[src/rtl/fbhtc_pkg.sv]
// Package for the frame builder: job descriptor, step codes and defaults.
// Used by every module of the frame builder; depends on nothing.
`default_nettype none
package fbhtc_pkg;

  localparam int unsigned QUEUE_DEPTH = 4;

  localparam logic [7:0] HEAD_RESET = 8'h7a;
  localparam logic [7:0] TAIL_RESET = 8'h7b;

  // Input action codes
  localparam logic ACT_START   = 1'b0;
  localparam logic ACT_PAYLOAD = 1'b1;

  // Configuration register indexes
  localparam logic REG_HEAD = 1'b0;
  localparam logic REG_TAIL = 1'b1;

  // Output steps of one job; a payload job starts at STEP_MID
  localparam logic [2:0] STEP_HEAD = 3'd0;
  localparam logic [2:0] STEP_CMD  = 3'd1;
  localparam logic [2:0] STEP_MID  = 3'd2;
  localparam logic [2:0] STEP_SUM  = 3'd3;
  localparam logic [2:0] STEP_TAIL = 3'd4;

  typedef struct packed {
    logic       start;   // emit head and command before the middle byte
    logic [7:0] cmd;
    logic [7:0] mid;     // length for a start, data byte for a payload
    logic       fin;     // close the frame: checksum high byte and tail
    logic [7:0] sum_hi;
  } fbhtc_job_t;

  typedef struct packed {
    logic       valid;
    fbhtc_job_t job;
  } fbhtc_slot_t;

endpackage
`default_nettype wire

[src/rtl/frame_builder_head_tail_checksum.sv]
// Top level of the byte frame builder: configuration registers, front end,
// job queue and byte sequencer. Depends on fbhtc_pkg and the fbhtc_* modules.
//
// Usage:
//  - Input channel (in_*): action 0 opens a frame with a command byte and a
//    payload length, action 1 carries one payload byte. Payload with no
//    frame open is dropped; a start abandons any open frame.
//  - Output channel (out_*): one frame byte per transfer: head, command,
//    length, payload bytes, checksum high byte, tail (end_of_frame set).
//  - Config port (cfg_*): index 0 writes the head byte, index 1 the tail
//    byte. Write only while no frame bytes are pending.
//  - Path: each item's job is queued, then loaded into the output register.
//  - Throughput: the sequencer produces one output byte per cycle while the
//    receiver is ready. A payload item yields its data byte, the last
//    payload also the checksum high byte and tail, a start the head,
//    command and length bytes (and the closing bytes with zero length).
//    Input items are taken every cycle while the 4-entry job queue has
//    room, so long start or closing items are absorbed by the queue.
//  - Reset: clears frame state, queue and output valid; head and tail
//    registers return to 0x7a and 0x7b.
//  - Stall: a stalled receiver holds the output register; the queue fills
//    and then in_ready drops until transfers resume.
`default_nettype none
module frame_builder_head_tail_checksum
  import fbhtc_pkg::*;
#(
  parameter int unsigned QDEPTH = QUEUE_DEPTH
) (
  input  wire logic       clk,
  input  wire logic       rst_n,
  input  wire logic       in_valid,
  output logic            in_ready,
  input  wire logic       in_action,
  input  wire logic [7:0] in_command_byte,
  input  wire logic [7:0] in_payload_length,
  input  wire logic [7:0] in_payload_byte,
  output logic            out_valid,
  input  wire logic       out_ready,
  output logic [7:0]      out_frame_byte,
  output logic            out_end_of_frame,
  input  wire logic       cfg_we,
  input  wire logic       cfg_index,
  input  wire logic [7:0] cfg_wdata
);

  logic [7:0]  head_byte_r;
  logic [7:0]  tail_byte_r;
  fbhtc_slot_t push;
  fbhtc_slot_t head;
  logic        q_full;
  logic        pop;

  // Config registers: hold until written
  always_ff @(posedge clk) begin
    if (!rst_n) begin
      head_byte_r <= HEAD_RESET;
      tail_byte_r <= TAIL_RESET;
    end else if (cfg_we) begin
      unique case (cfg_index)
        REG_HEAD: head_byte_r <= cfg_wdata;
        REG_TAIL: tail_byte_r <= cfg_wdata;
        default:  ;
      endcase
    end
  end

  // Classify items and track the open frame and its sum
  fbhtc_front u_front (
    .clk               (clk),
    .rst_n             (rst_n),
    .in_valid          (in_valid),
    .in_ready          (in_ready),
    .in_action         (in_action),
    .in_command_byte   (in_command_byte),
    .in_payload_length (in_payload_length),
    .in_payload_byte   (in_payload_byte),
    .q_full            (q_full),
    .push              (push)
  );

  // Decouple the input rate from the output byte rate
  fbhtc_queue #(
    .DEPTH (QDEPTH)
  ) u_queue (
    .clk   (clk),
    .rst_n (rst_n),
    .push  (push),
    .full  (q_full),
    .head  (head),
    .pop   (pop)
  );

  // Expand jobs into frame bytes
  fbhtc_back u_back (
    .clk              (clk),
    .rst_n            (rst_n),
    .head             (head),
    .pop              (pop),
    .head_byte        (head_byte_r),
    .tail_byte        (tail_byte_r),
    .out_valid        (out_valid),
    .out_ready        (out_ready),
    .out_frame_byte   (out_frame_byte),
    .out_end_of_frame (out_end_of_frame)
  );

endmodule
`default_nettype wire

[src/rtl/fbhtc_front.sv]
// Front end: accepts input items, tracks the open frame and its running sum,
// and turns each item into a job for the queue. Depends on fbhtc_pkg.
`default_nettype none
module fbhtc_front
  import fbhtc_pkg::*;
(
  input  wire logic        clk,
  input  wire logic        rst_n,
  input  wire logic        in_valid,
  output logic             in_ready,
  input  wire logic        in_action,
  input  wire logic [7:0]  in_command_byte,
  input  wire logic [7:0]  in_payload_length,
  input  wire logic [7:0]  in_payload_byte,
  input  wire logic        q_full,
  output fbhtc_slot_t      push
);

  logic [15:0] sum_r, sum_nxt;
  logic [7:0]  remaining_r, remaining_nxt;
  logic        open_r, open_nxt;
  logic        take;

  assign in_ready = !q_full;
  assign take     = in_valid && in_ready;

  always_comb begin
    sum_nxt       = sum_r;
    remaining_nxt = remaining_r;
    open_nxt      = open_r;
    push          = '0;
    if (take) begin
      if (in_action == ACT_START) begin
        sum_nxt       = {8'd0, in_command_byte} + {8'd0, in_payload_length};
        remaining_nxt = in_payload_length;
        open_nxt      = (in_payload_length != 8'd0);
        push.valid    = 1'b1;
        push.job.start  = 1'b1;
        push.job.cmd    = in_command_byte;
        push.job.mid    = in_payload_length;
        push.job.fin    = (in_payload_length == 8'd0);
        push.job.sum_hi = sum_nxt[15:8];
      end else if (open_r) begin
        sum_nxt       = sum_r + {8'd0, in_payload_byte};
        remaining_nxt = remaining_r - 8'd1;
        open_nxt      = (remaining_nxt != 8'd0);
        push.valid    = 1'b1;
        push.job.start  = 1'b0;
        push.job.cmd    = 8'd0;
        push.job.mid    = in_payload_byte;
        push.job.fin    = (remaining_nxt == 8'd0);
        push.job.sum_hi = sum_nxt[15:8];
      end
      // payload with no frame open: drop
    end
  end

  always_ff @(posedge clk) begin
    if (!rst_n) begin
      sum_r       <= '0;
      remaining_r <= '0;
      open_r      <= 1'b0;
    end else begin
      sum_r       <= sum_nxt;
      remaining_r <= remaining_nxt;
      open_r      <= open_nxt;
    end
  end

endmodule
`default_nettype wire

[src/rtl/fbhtc_queue.sv]
// Short job queue between the front end and the byte sequencer.
// Depends on fbhtc_pkg.
`default_nettype none
module fbhtc_queue
  import fbhtc_pkg::*;
#(
  parameter int unsigned DEPTH = QUEUE_DEPTH
) (
  input  wire logic   clk,
  input  wire logic   rst_n,
  input  fbhtc_slot_t push,
  output logic        full,
  output fbhtc_slot_t head,
  input  wire logic   pop
);

  localparam int unsigned PTR_W = (DEPTH > 1) ? $clog2(DEPTH) : 1;
  localparam int unsigned CNT_W = $clog2(DEPTH + 1);
  localparam logic [PTR_W-1:0] PTR_LAST = PTR_W'(DEPTH - 1);

  fbhtc_job_t       mem [DEPTH];
  logic [PTR_W-1:0] wr_ptr_r, rd_ptr_r;
  logic [CNT_W-1:0] count_r;
  logic             do_push;

  assign full       = (count_r == CNT_W'(DEPTH));
  assign do_push    = push.valid && !full;
  assign head.valid = (count_r != '0);
  assign head.job   = mem[rd_ptr_r];

  always_ff @(posedge clk) begin
    if (do_push) begin
      mem[wr_ptr_r] <= push.job;
    end
  end

  always_ff @(posedge clk) begin
    if (!rst_n) begin
      wr_ptr_r <= '0;
      rd_ptr_r <= '0;
      count_r  <= '0;
    end else begin
      if (do_push) begin
        wr_ptr_r <= (wr_ptr_r == PTR_LAST) ? '0 : wr_ptr_r + PTR_W'(1);
      end
      if (pop) begin
        rd_ptr_r <= (rd_ptr_r == PTR_LAST) ? '0 : rd_ptr_r + PTR_W'(1);
      end
      if (do_push && !pop) begin
        count_r <= count_r + CNT_W'(1);
      end else if (pop && !do_push) begin
        count_r <= count_r - CNT_W'(1);
      end
    end
  end

endmodule
`default_nettype wire

[src/rtl/fbhtc_back.sv]
// Back end: walks the job at the queue head into the output register, one
// byte per cycle while that register is free or taken. Depends on fbhtc_pkg.
`default_nettype none
module fbhtc_back
  import fbhtc_pkg::*;
(
  input  wire logic       clk,
  input  wire logic       rst_n,
  input  fbhtc_slot_t     head,
  output logic            pop,
  input  wire logic [7:0] head_byte,
  input  wire logic [7:0] tail_byte,
  output logic            out_valid,
  input  wire logic       out_ready,
  output logic [7:0]      out_frame_byte,
  output logic            out_end_of_frame
);

  logic [2:0] step_r, step_nxt;
  logic [2:0] cur_step, last_step;
  logic [7:0] byte_sel;
  logic       load;
  logic       valid_r, valid_nxt;
  logic [7:0] byte_r;
  logic       eof_r;

  assign cur_step  = head.job.start ? step_r : step_r + STEP_MID;
  assign last_step = head.job.fin ? STEP_TAIL : STEP_MID;
  assign load      = head.valid && (!valid_r || out_ready);
  assign pop       = load && (cur_step == last_step);

  always_comb begin
    unique case (cur_step)
      STEP_HEAD: byte_sel = head_byte;
      STEP_CMD:  byte_sel = head.job.cmd;
      STEP_MID:  byte_sel = head.job.mid;
      STEP_SUM:  byte_sel = head.job.sum_hi;
      STEP_TAIL: byte_sel = tail_byte;
      default:   byte_sel = 8'd0;
    endcase
  end

  always_comb begin
    step_nxt = step_r;
    if (pop) begin
      step_nxt = '0;
    end else if (load) begin
      step_nxt = step_r + 3'd1;
    end
    if (load) begin
      valid_nxt = 1'b1;
    end else if (out_ready) begin
      valid_nxt = 1'b0;
    end else begin
      valid_nxt = valid_r;
    end
  end

  always_ff @(posedge clk) begin
    if (!rst_n) begin
      step_r  <= '0;
      valid_r <= 1'b0;
    end else begin
      step_r  <= step_nxt;
      valid_r <= valid_nxt;
    end
  end

  always_ff @(posedge clk) begin
    if (load) begin
      byte_r <= byte_sel;
      eof_r  <= (cur_step == STEP_TAIL);
    end
  end

  assign out_valid        = valid_r;
  assign out_frame_byte   = byte_r;
  assign out_end_of_frame = eof_r;

endmodule
`default_nettype wire

[config.mk]
export PLATFORM = sky130hd
export DESIGN_NAME = frame_builder_head_tail_checksum
export DESIGN_NICKNAME = d
export VERILOG_FILES = /design/src/rtl/fbhtc_pkg.sv /design/src/rtl/frame_builder_head_tail_checksum.sv /design/src/rtl/fbhtc_front.sv /design/src/rtl/fbhtc_queue.sv /design/src/rtl/fbhtc_back.sv
export SDC_FILE = /design/constraint.sdc
export NUM_CORES = 1
export LEC_CHECK = 0
export ABC_AREA = 1
export BUFFER_PORTS_ARGS = -buffer_cell sky130_fd_sc_hd__clkbuf_2
export CORE_ASPECT_RATIO = 0.8
export CORE_MARGIN = 3
export CORE_UTILIZATION = 61
export CTS_CLUSTER_DIAMETER = 100
export DETAILED_ROUTE_END_ITERATION = 6
export GPL_ROUTABILITY_DRIVEN = 1
export PLACE_DENSITY_LB_ADDON = 0.25
export SYNTH_ARGS = -nofsm -noshare
export SYNTH_HDL_FRONTEND = slang
export SYNTH_SLANG_ARGS = --single-unit
[constraint.sdc]
create_clock -name clk -period 3.2 [get_ports clk]
set_input_delay 0.16 -clock clk [delete_from_list [all_inputs] [get_ports clk]]
set_output_delay 0.16 -clock clk [all_outputs]
set_load 0.01 [all_outputs]
Word level (Yosys, flattened, before mapping)
Memory sizes are Yosys's and may differ from the RTL's. A register that Yosys moved wholly into a read port is not among the register bits.
Cells that the tools add are included.

operators by class
  add/sub/neg operators = 9
  eq/ne operators = 9
  muxes and demuxes = 22
  bitwise operators = 2
  reduce and logical (&&, ||, !) cells = 23

operators with widths
  cell                                                 number
  2-to-1 mux 27 bit                                    3
  one-hot mux 8 bit (5 select lines)                   1
  2-to-1 mux 16 bit                                    2
  adder 16 x 8 -> 16 bit                               1
  zero test 8 bit                                      2
  2-to-1 mux 8 bit                                     2
  nonzero test 8 bit                                   2
  2-to-1 mux 3 bit                                     4
  adder 8 x 8 -> 9 bit                                 1
  2-to-1 mux 2 bit                                     4
  subtractor 8 x 1 -> 8 bit, second input constant     1
  adder 3 x 1 -> 3 bit, second input constant          2
  equality test 3 x 2 -> 1 bit, second input constant  2
  equality test 3 bit, second input constant           2
  logical AND 1 bit                                    6
  2-to-1 mux 1 bit                                     6
  AND reduction 2 bit                                  3
  adder 2 x 1 -> 2 bit, second input constant          2
  equality test 2 bit, second input constant           2
  zero test 1 bit                                      4
  nonzero test 2 bit                                   2
  adder 3 x 2 -> 3 bit, second input constant          1
  equality test 3 x 1 -> 1 bit, second input constant  1
  equality test 3 bit                                  1
  7 further kinds                                      8

storage, ports and cells
  flip-flop bits (word level) = 61
  bits in writable memories = 104
  input bits = 39
  output and inout bits = 11
  logic and storage cells = 78
  memories kept = 1

memory list
  memory       depth  bits a word  read ports  clocked after Yosys merged registers in  write ports  RTL line           source
  u_queue.mem  4      26           1           1                                        1            fbhtc_queue.sv:21  fbhtc_job_t mem [DEPTH];

Depth between registers and ports, before layout
Gate-level depths: netlist of run 1.

  depth in word-level cells = 10
  gate-level depth with buffers = 17
  depth with buffers taken out = 16

By module
From an unflattened synthesis of run 1, not the netlist that was laid out.

unflattened totals
  cells, all modules = 943
  area, all modules = 8,324.2 um^2

by module, submodules not included
  module                            times used  cells an instance  area each (um^2)  sequential area each (um^2)
  fbhtc_queue                       1           317                4,329.2           3,303.2
  fbhtc_front                       1           418                2,477.4           500.5
  fbhtc_back                        1           130                924.6             350.3
  frame_builder_head_tail_checksum  1           78                 593.1             320.3

Worst setup path after synthesis of run 1
Ideal clock, no wire load.

  path kind = flip-flop to flip-flop
  start point = reg u_queue.count_r[0]
  end point = mem u_queue.mem[0][0] (netlist name) (enable)
  setup time = 0.409 ns
  arrival = 2.162 ns
  required time = 2.791 ns
  path slack = 0.629 ns
  cell stages (with the launch flop) = 8
  path buffers = 1
  clock period less this slack = 2.571 ns
  cells stage by stage = dfxtp_1 inv_1 nand3_1 nand2_2 nor2_1 inv_1 buf_2 nor2_1

between the ends
  longest elaborated chain between the ends = 7

ends and longest elaborated chain
  element                                   RTL line                                source
  from (decl)                               fbhtc_queue.sv:23                       logic [CNT_W-1:0] count_r;
  from (signal assigned)                    fbhtc_queue.sv:50                       count_r <= count_r + CNT_W'(1);
  from (signal assigned)                    fbhtc_queue.sv:52                       count_r <= count_r - CNT_W'(1);
  equality test 3 bit *                     fbhtc_queue.sv:26                       assign full = (count_r == CNT_W'(DEPTH));
  zero test 1 bit *                         fbhtc_front.sv:24                       assign in_ready = !q_full;
  via in_ready                              frame_builder_head_tail_checksum.sv:32  output logic in_ready,
  logical AND 1 bit                         fbhtc_front.sv:25                       assign take = in_valid && in_ready;
  2-to-1 mux 27 bit                         fbhtc_front.sv:32                       if (take) begin
  logical AND 1 bit *                       fbhtc_queue.sv:27                       assign do_push = push.valid && !full;
  2-to-1 mux 1 bit *                        fbhtc_queue.sv:32                       if (do_push) begin
  2-to-1 mux 1 bit (implied by the code) *  fbhtc_queue.sv:33                       mem[wr_ptr_r] <= push.job;
  to (decl)                                 fbhtc_queue.sv:21

Mark *: on every way through the listed nets, which the timed path passes. The rest lies on a longest branch.

==> results.txt, run 1 <==
The clock slew at the register clock pins of the worst setup and hold paths came out at ~0.070 ns. The count of buffers added by post-CTS timing repair for setup is 0. The final count of hold timing violations came out at 0. The internal power is approximately 4.3 mW. The flow ran to the end, and the final reports show no timing, DRC or antenna violations. Routability-driven placement finished with a final weighted congestion of 0.9050. The startpoint of the tightest hold check path is in_payload_length[5]. TritonCTS built the clock tree. Including well taps, the total number of placed cells is approximately 1,100. The detailed router used layers up to and including met4.

Counting flops with a built-in enable in the synthesized netlist gives between 100 and 150. The smallest clock period supported by the final layout is computed as approximately 2.8 ns. The pin slew with the least headroom to its limit came out at between 0.8 and 0.9 ns.

In this run the cell area of the synthesized design comes to about 8000 µm². The share of synthesized registers carrying an async set or reset is 0%. The slowest stage of the critical path is the fa_1 cell. For this block, the initial DRC count from the detailed router was 742. The data arrival time of the critical path came out at ~3 ns.

The chip height came out at ~110 µm. The final non-filler cell total came out at 1,138. The synthesized design spends more area on one cell type than any other, namely edfxtp_1. The number of pins exceeding their max-slew limit in the final report was 0.

Of the total power, registers draw ~41%. The wire length of the first global-routing pass came out at slightly above 30,000 µm. The H-tree level count came out at 4. Counting instances, the worst hold path has a depth of 3. The count of unresolved DRC violations after routing came out at 0. The number of global-route vias before repair is around 5,800. Using the TritonRoute via totals, the vias-per-cell ratio works out to 5.701.

The global routing usage summed across all routing layers is ~27%. In this design, the stage delay of the slowest critical-path cell is 0.38 ns. The reported leakage power came out at 3.796 nW. The post-synthesis register bit count came out at around 170. The final-layout setup total negative slack came out at 0 ns.

The worst setup path is captured at a flop. After synthesis, the largest area contributor takes up 41.56% of total cell area. The full die area is ~15,000 µm². The instance count of the mapped netlist is around 900. The boundary pin count came out at 50.

The post-route clock skew came out at around 0.0085 ns. In this run the critical register-to-register path is captured at u_queue.count_r[2]. Setup repair after global routing left no endpoint under its margin.

The later-pin clock latency in the skew report came out at approximately 0.43 ns. After synthesis, flip-flops and latches occupy roughly 55% of the total area. The maximum clock frequency is roughly 360 MHz. Data on the critical path is required at its endpoint by 3.51 ns. Of the cells placed in the final design, the portion with a size suffix greater than 1 is about an eighth. The number of vias in the routed layout is roughly 6,500. The net switching fraction of the power came out at ~35%. The signal on the critical path passes through inv_4 > nand2_2 > nand3_4 > nand3_2 > nand2_4 > o21ai_2 > nand2_1 > ha_1 > inv_1 > fa_1 > a21oi_1 > o21ai_0 > o21ai_0 > a21oi_1. The first TritonRoute pass finished after 5 iterations. The net count reported at finish came out at 1,017. The clock passes through at most 2 buffers.

Entering global routing, the biggest net connects 53 pins. Counting cells, the worst reg-to-reg path comes to 14. The core footprint is roughly 13,000 µm².

After detailed routing, the wire length on met1 is a little under 9000 µm. For hold timing, the worst endpoint is u_front.remaining_r[5]. Measured against its own limit, the worst slew margin works out to 41.95%. The number of nets handed over by synthesis was about 970.

The tree is rooted in a clkbuf_16. The die width came out at 135.4 µm. The initial core utilization is 62.99%. The met2 wirelength from detailed routing came out at between 8000 and 9000 µm. The power density of the placed cells is between 700 and 800 nW/µm². The clock group share of total power is approximately 29%. The maximum vdd ir drop came out at about 500 µV. The number of standard-cell rows in the floorplan came out at 37. The per-cell routed wire length is 16.92 µm. The post-synthesis cell type count came out at 41. Buffers placed on the I/O ports in this run total just under 50.

The clock buffer count from CTS is 17. In this run the worst path has a maximum fanout of between 50 and 60. The worst hold-check path type is input pin to flop. The clock sink total is about 170.

The number of antenna diodes in the final layout is 0. In this run the register-to-register setup slack is approximately 0.42 ns. The final antenna-violating net count came out at 0. The analysis attributes to net switching a power of approximately 2.4 mW. The worst setup path is launched from a flop.

For this run, the number of Yosys warnings is 0. A synthesized cell averages 9.083 µm². By area the synthesized netlist is led by edfxtp_1, dfxtp_1, nand2_1, nor2_1, o21ai_0. In the synthesized netlist the dominant register cell turns out to be edfxtp_1. The worst setup path is of the flop to flop kind. After layout, the worst path uses between 80 and 90% of the clock period. The count of maximum capacitance violations came out at 0. The overall overflow remaining after global route came out at 0. Combinational logic is responsible for 30.5% of the overall power. The HPWL after detailed placement is approximately 13,000 µm. Relative to the synthesized area, the layout overhead comes to 12.64%. The initial antenna violation count is 0. The detailed route wirelength on metal3 is between 1500 and 2000 µm. The final layout contains routed wiring with a total length of between 15,000 and 20,000 µm. The number of setup violations in the final report is 0.
[synthesized netlist by cell type (3+ instances only)]
master,count
a21oi_1,45
a21oi_2,8
a31oi_1,8
and3_1,4
buf_2,14
clkbuf_1,16
dfxtp_1,54
edfxtp_1,113
fa_1,3
ha_1,25
inv_1,69
inv_4,3
nand2_1,169
nand2_2,4
nand2_4,4
nand3_1,62
nand3_2,3
nand3_4,4
nand3b_1,6
nand4_1,14
nor2_1,138
nor3_1,3
o21a_1,3
o21ai_0,85
o21bai_1,4
o22ai_1,9
or2_2,3
xnor2_1,4
xor2_1,4
[power groups by stage]
stage,combinational [mW],clock (mW),sequential [mW]
after floorplan,1.47,0,2.80
after global placement,1.95,0,2.79
after detailed placement,2.01,0,2.80
after CTS,2.03,1.94,2.75
after global routing,2.29,2.03,2.77
final,2.05,1.93,2.75
[worst max-delay path by stage]
stage,end,depth (start not counted),startpoint,slack (ns)
6_report,u_queue.count_r[2],14,flop,0.42
5_1_grt,u_queue.count_r[2],14,flop,0.19
4_1_cts,u_queue.count_r[2],14,flop,0.44
3_5_place_dp,u_queue.count_r[2],14,flop,0.46
3_3_place_gp,u_queue.count_r[2],14,flop,0.57
2_1_floorplan,u_queue.mem[0][0],7,u_queue.count_r[0],0.63
[critical path: cells and delay by family (launching register included)]
family | cells | cell delay, ns
fa+ha+maj | 2 | 0.55
buf+inv | 2 | 0.42
compound gates | 5 | 0.59
flops | 1 | 0.34
simple gates | 5 | 0.74
[what timing repair did]
| item | in CTS | in global routing |
|---|---|---|
| hold buffers | 8 | 0 |
| endpoints found under the hold margin | 14 | 0 |
| gates resized for setup | 0 | 0 |
[stage by stage]
stage	power [mW]	utilization, %	hold slack (ns)	cell area, µm²	setup WS (ns)
floorplan	4.273	-	0.2732	8165	0.6293
global placement	4.743	66.02	0.3823	8558	0.5692
detailed placement	4.806	66.02	0.3842	8558	0.4561
CTS	6.724	70.96	0.03985	9198	0.4409
global route	7.089	70.96	0.07491	9198	0.1857
finish	6.730	70.96	0.06047	9198	0.4220
[placed cells by master, fill, tap and decap left out, types with 14 or more instances in the layout]
master | netlist | routed
nand3_1 | 62 | 62
ha_1 | 25 | 25
o21ai_0 | 85 | 85
inv_1 | 69 | 69
nor2_1 | 138 | 133
nand4_1 | 14 | 14
dfxtp_1 | 54 | 54
nand2_1 | 169 | 169
clkbuf_16 | 0 | 17
clkbuf_2 | 0 | 49
a21oi_1 | 45 | 45
edfxtp_1 | 113 | 113
[logic make-up (layout without fill, tap and decap cells)]
group / count (synthesis) / in the layout / share of synthesized area (%)
adders and majority gates: 28 / 28 / 4.566
AOI/OAI and AO/OA: 170 / 170 / 11.46
and+or+nand+nor: 418 / 418 / 22.77
DFF: 167 / 167 / 54.80
xor gates and xnor gates: 8 / 8 / 0.8580
buffers and inverters: 108 / 172 / 5.547
[state kept, by name, summed over array words and instances (netlist names), named ones only]
register                 cells
u_queue.mem                104
u_front.sum_r               16
head_byte_r                  8
tail_byte_r                  8
u_back.out_frame_byte        8
u_front.remaining_r          8
u_back.step_r                3
u_queue.count_r              3
u_queue.rd_ptr_r             2
u_queue.wr_ptr_r             2
u_back.out_end_of_frame      1
u_back.out_valid             1
u_front.open_r               1
[layout make-up]
cell class              instances  area [µm²]
clock buffers                  18       429.2
clock inverters                14       130.1
fillers                       977        3765
inverters                      73       281.5
multi-input cells             624        3251
flip-flops and latches        167        4474
well taps                     175       219.0
repair buffers                 67       412.9
[routing by layer]
| metal | global-route usage [%] | up-vias |
|---|---|---|
| li1 | - | 3164 |
| met1 | 39.53 | 3015 |
| met2 | 40.02 | 275 |
| met3 | 6.359 | 34 |
| met4 | 8.201 | 0 |
| met5 | 0 | - |
Power figures use the tool's default switching activity.
==> run 2, diff against run 1 <==
--- a/config.mk
+++ b/config.mk
@@ -7,6 +7,7 @@
 export LEC_CHECK = 0
 export ABC_AREA = 1
 export BUFFER_PORTS_ARGS = -buffer_cell sky130_fd_sc_hd__clkbuf_2
+export CAP_MARGIN = 0
 export CORE_ASPECT_RATIO = 0.8
 export CORE_MARGIN = 3
 export CORE_UTILIZATION = 61
==> constraint.sdc (replaced) <==
create_clock -name clk -period 3 [get_ports clk]
set_input_delay 0.15 -clock clk [delete_from_list [all_inputs] [get_ports clk]]
set_output_delay 0.15 -clock clk [all_outputs]
set_load 0.01 [all_outputs]
==> run 2 against run 1 <==
Against the previous run: final cell count increased by 0.44%; sequential share of layout area decreased by 0.25 points; largest cell class unchanged; global-route usage is 1.0 points higher; largest power group unchanged.
==> results.txt, run 2 (same netlist as run 1, synthesis figures left out) <==
The flow ran to the end, and the final reports show no timing, DRC or antenna violations. The number of cells on the worst hold path came out at 3. The tightest min-delay check is of the input pin to flop type. The worst hold path begins at in_payload_length[7]. The critical path goes through inv_4 > nand2_2 > nand3_4 > nand2_4 > nand2_2 > nand2_4 > nand3_1 > o21ai_2 > nand2_1 > ha_1 > inv_1 > fa_1 > a21oi_1 > o21ai_0 > o21ai_0 > a21oi_1. The number of pins exceeding their max-slew limit in the final report was 0.

The cell count of the worst reg-to-reg path came out at 16. The total area inside the core boundary comes to between 10,000 and 15,000 µm². The count of maximum capacitance violations is 0.

The clock buffer count from CTS is 17. Summed over all layers, the global routing overflow is 0. Dividing the detail-routed via count by the number of cells gives around 5.7.

Global routing used about 28% of the available tracks across all layers. The area of placed instances came out at about 8600 µm². After the last flow step, the layout net total stands at between 1,000 and 1,500. The maximum number of pins on one net before global-route repair came out at 53.

The endpoint identified for the worst register-to-register timing path is u_queue.count_r[2]. The area taken by flip-flops and latches is between 4000 and 5000 µm². The worst hold endpoint is u_front.remaining_r[7]. The area taken by multi-input logic gates is 3251 µm². The final antenna-violating net count is 0. The number of setup violations in the final report came out at 0. The met2 layer usage reported by global route came out at 43.43%. The initial antenna violation count came out at 0. The setup slack at placement is 0.3372 ns. In the finished design, the share of the clock period the worst path needs comes to approximately 90%. The reported leakage power came out at about 3.8 nW.

The data arrival time of the critical path is 3.01 ns. Leaving out fill and tap cells, the most frequent cells in the layout are nand2_1, nor2_1, edfxtp_1. The H-tree level count is 4. The number of buffer cells added on primary ports came out at 49.

The number of standard-cell rows in the floorplan is 37. The count of unresolved DRC violations after routing came out at 0. The boundary pin count is 50. The count of filler cells inserted in the layout is between 900 and 1,000.

Clock-pin slew was measured on the worst setup and hold paths at around 0.070 ns. The library cell used most frequently in the layout, excluding fill and tap cells, is nand2_1. The wire length of the first global-routing pass came out at 31,410 µm. The global routing stage identified its most utilized layer as met2.

The final count of hold timing violations is 0. The pin slew with the least headroom to its limit came out at about 0.57 ns. The floorplan step defined a die boundary enclosing about 15,000 µm². The total of cells resized after clock tree synthesis came out at 0.

TritonCTS built the clock tree. The endpoint kind of the worst setup timing path is a flop. The global routing usage on met1 came out at roughly two fifths. The maximum fanout along the worst path is between 50 and 60. At the worst endpoint, the required time is between 3 and 4 ns. The worst setup path is of the flop to flop kind. The met3 capacity usage during global routing is under 10%. The chip height is around 110 µm.

The final critical-path required period came out at 2.688 ns. The number of global-route vias before repair came out at ~6,000. The post-DP HPWL is approximately 14,000 µm. The power density of the placed cells is about 780 nW/µm². For the worst-skew pair, the clock arrives at the later sink with an insertion delay of between 0.4 and 0.5 ns.

Between clock sinks in the finished design, the worst skew comes to 0.01334 ns. The total wire length after detailed routing is 19,760 µm. The area added between synthesis and finish came out at 13.22%.

The normalized max-slew margin is between 60 and 70%. The flip-flop count of the largest register, all copies and words added is between 100 and 150. The design area came out at approximately 9200 µm². Across all register-to-register paths, the minimum setup slack is around 0.31 ns. The slowest stage of the critical path is the fa_1 cell. The final-layout setup total negative slack came out at 0 ns. The clock sink total is about 170.

The first detailed-routing pass took 5 iterations. The fraction of the core area covered by cells at the end of the flow is 71.32%. The per-cell routed wire length is 17.29 µm. Setup repair after global routing left no endpoint under its margin. The maximum clock frequency is between 300 and 400 MHz. The final estimated routing congestion in global placement came out at 0.9562. In this run, the number of DRC markers left after iteration 0 of detailed routing was just over 800.

The number of antenna diodes in the final layout is 0. The initial utilization of the core area, before any placement, comes to 62.99%. The die width came out at 135.4 µm. The maximum vdd ir drop is between 500 and 600 µV. The register with the most flip-flops in the final layout is u_queue.mem.

The largest single stage delay on the critical path is ~0.38 ns. The maximum buffer depth of the clock tree is 2. In the final layout, the registers with the most flip-flops are u_queue.mem x104, u_front.sum_r x16. The root buffer cell chosen for the clock tree is clkbuf_16. The share of layout cells above drive strength 1 came out at 13.64%. After layout, the worst setup slack is about 0.31 ns. The number of vias in the routed layout came out at around 6,500. STA classifies the critical path startpoint as a flop.
run 2: cell type report:
class	count	area share, %
Sequential cell	167	48.40
Multi-Input combinational cell	624	35.16
Timing Repair Buffer	72	5.007
Clock buffer	19	4.791
Inverter	73	3.045
Tap cell	175	2.368
Clock inverter	13	1.232
run 2: how the worst max path moves through the flow:
stage	startpoint	endpoint	cells past startpoint
after detailed placement	flop	u_queue.count_r[2]	14
after CTS	flop	u_queue.count_r[2]	16
after global placement	flop	u_queue.count_r[2]	14
final	flop	u_queue.count_r[2]	16
after floorplan	u_queue.count_r[0]	u_queue.mem[0][0]	7
after global routing	flop	u_queue.count_r[2]	16
run 2: critical path, delay by kind of cell (launching register included):
kind	cells	cell delay, ns
fa+ha+maj	2	0.53
compound gates	5	0.57
buf+inv	2	0.43
flops	1	0.35
simple gates	7	0.70
run 2: metal layers:
layer,vias up,wire (µm),share of wire (%)
met5,-,0,0
met4,0,281,1.4
met3,17,1549,7.8
met2,274,8985,45
met1,3033,8944,45
li1,3178,-,-
run 2: power by group:
| group | internal, mW | leakage, nW | switching (mW) | total, mW |
|---|---|---|---|---|
| sequential | 2.80 | 1.50 | 0.137 | 2.93 |
| clock | 1.11 | 0.261 | 0.953 | 2.06 |
| combinational | 0.712 | 2.06 | 1.51 | 2.22 |
| total | 4.61 | 3.82 | 2.60 | 7.22 |
run 2: per-stage QoR:
| step | std cells | total power, mW | hold slack [ns] |
|---|---|---|---|
| detailed placement | 1103 | 5.136 | 0.3700 |
| CTS | 1143 | 7.210 | 0.02819 |
| floorplan | 899 | 4.558 | 0.2632 |
| global route | 1143 | 7.587 | 0.06007 |
| global placement | 1103 | 5.070 | 0.3648 |
| finish | 1143 | 7.215 | 0.04784 |
run 2: repair_timing:
action | 4_1_cts | 5_1_grt
buffers inserted | 0 | 0
hold buffers | 8 | 0
setup endpoints to repair | 0 | 0
hold endpoints to repair | 14 | 0
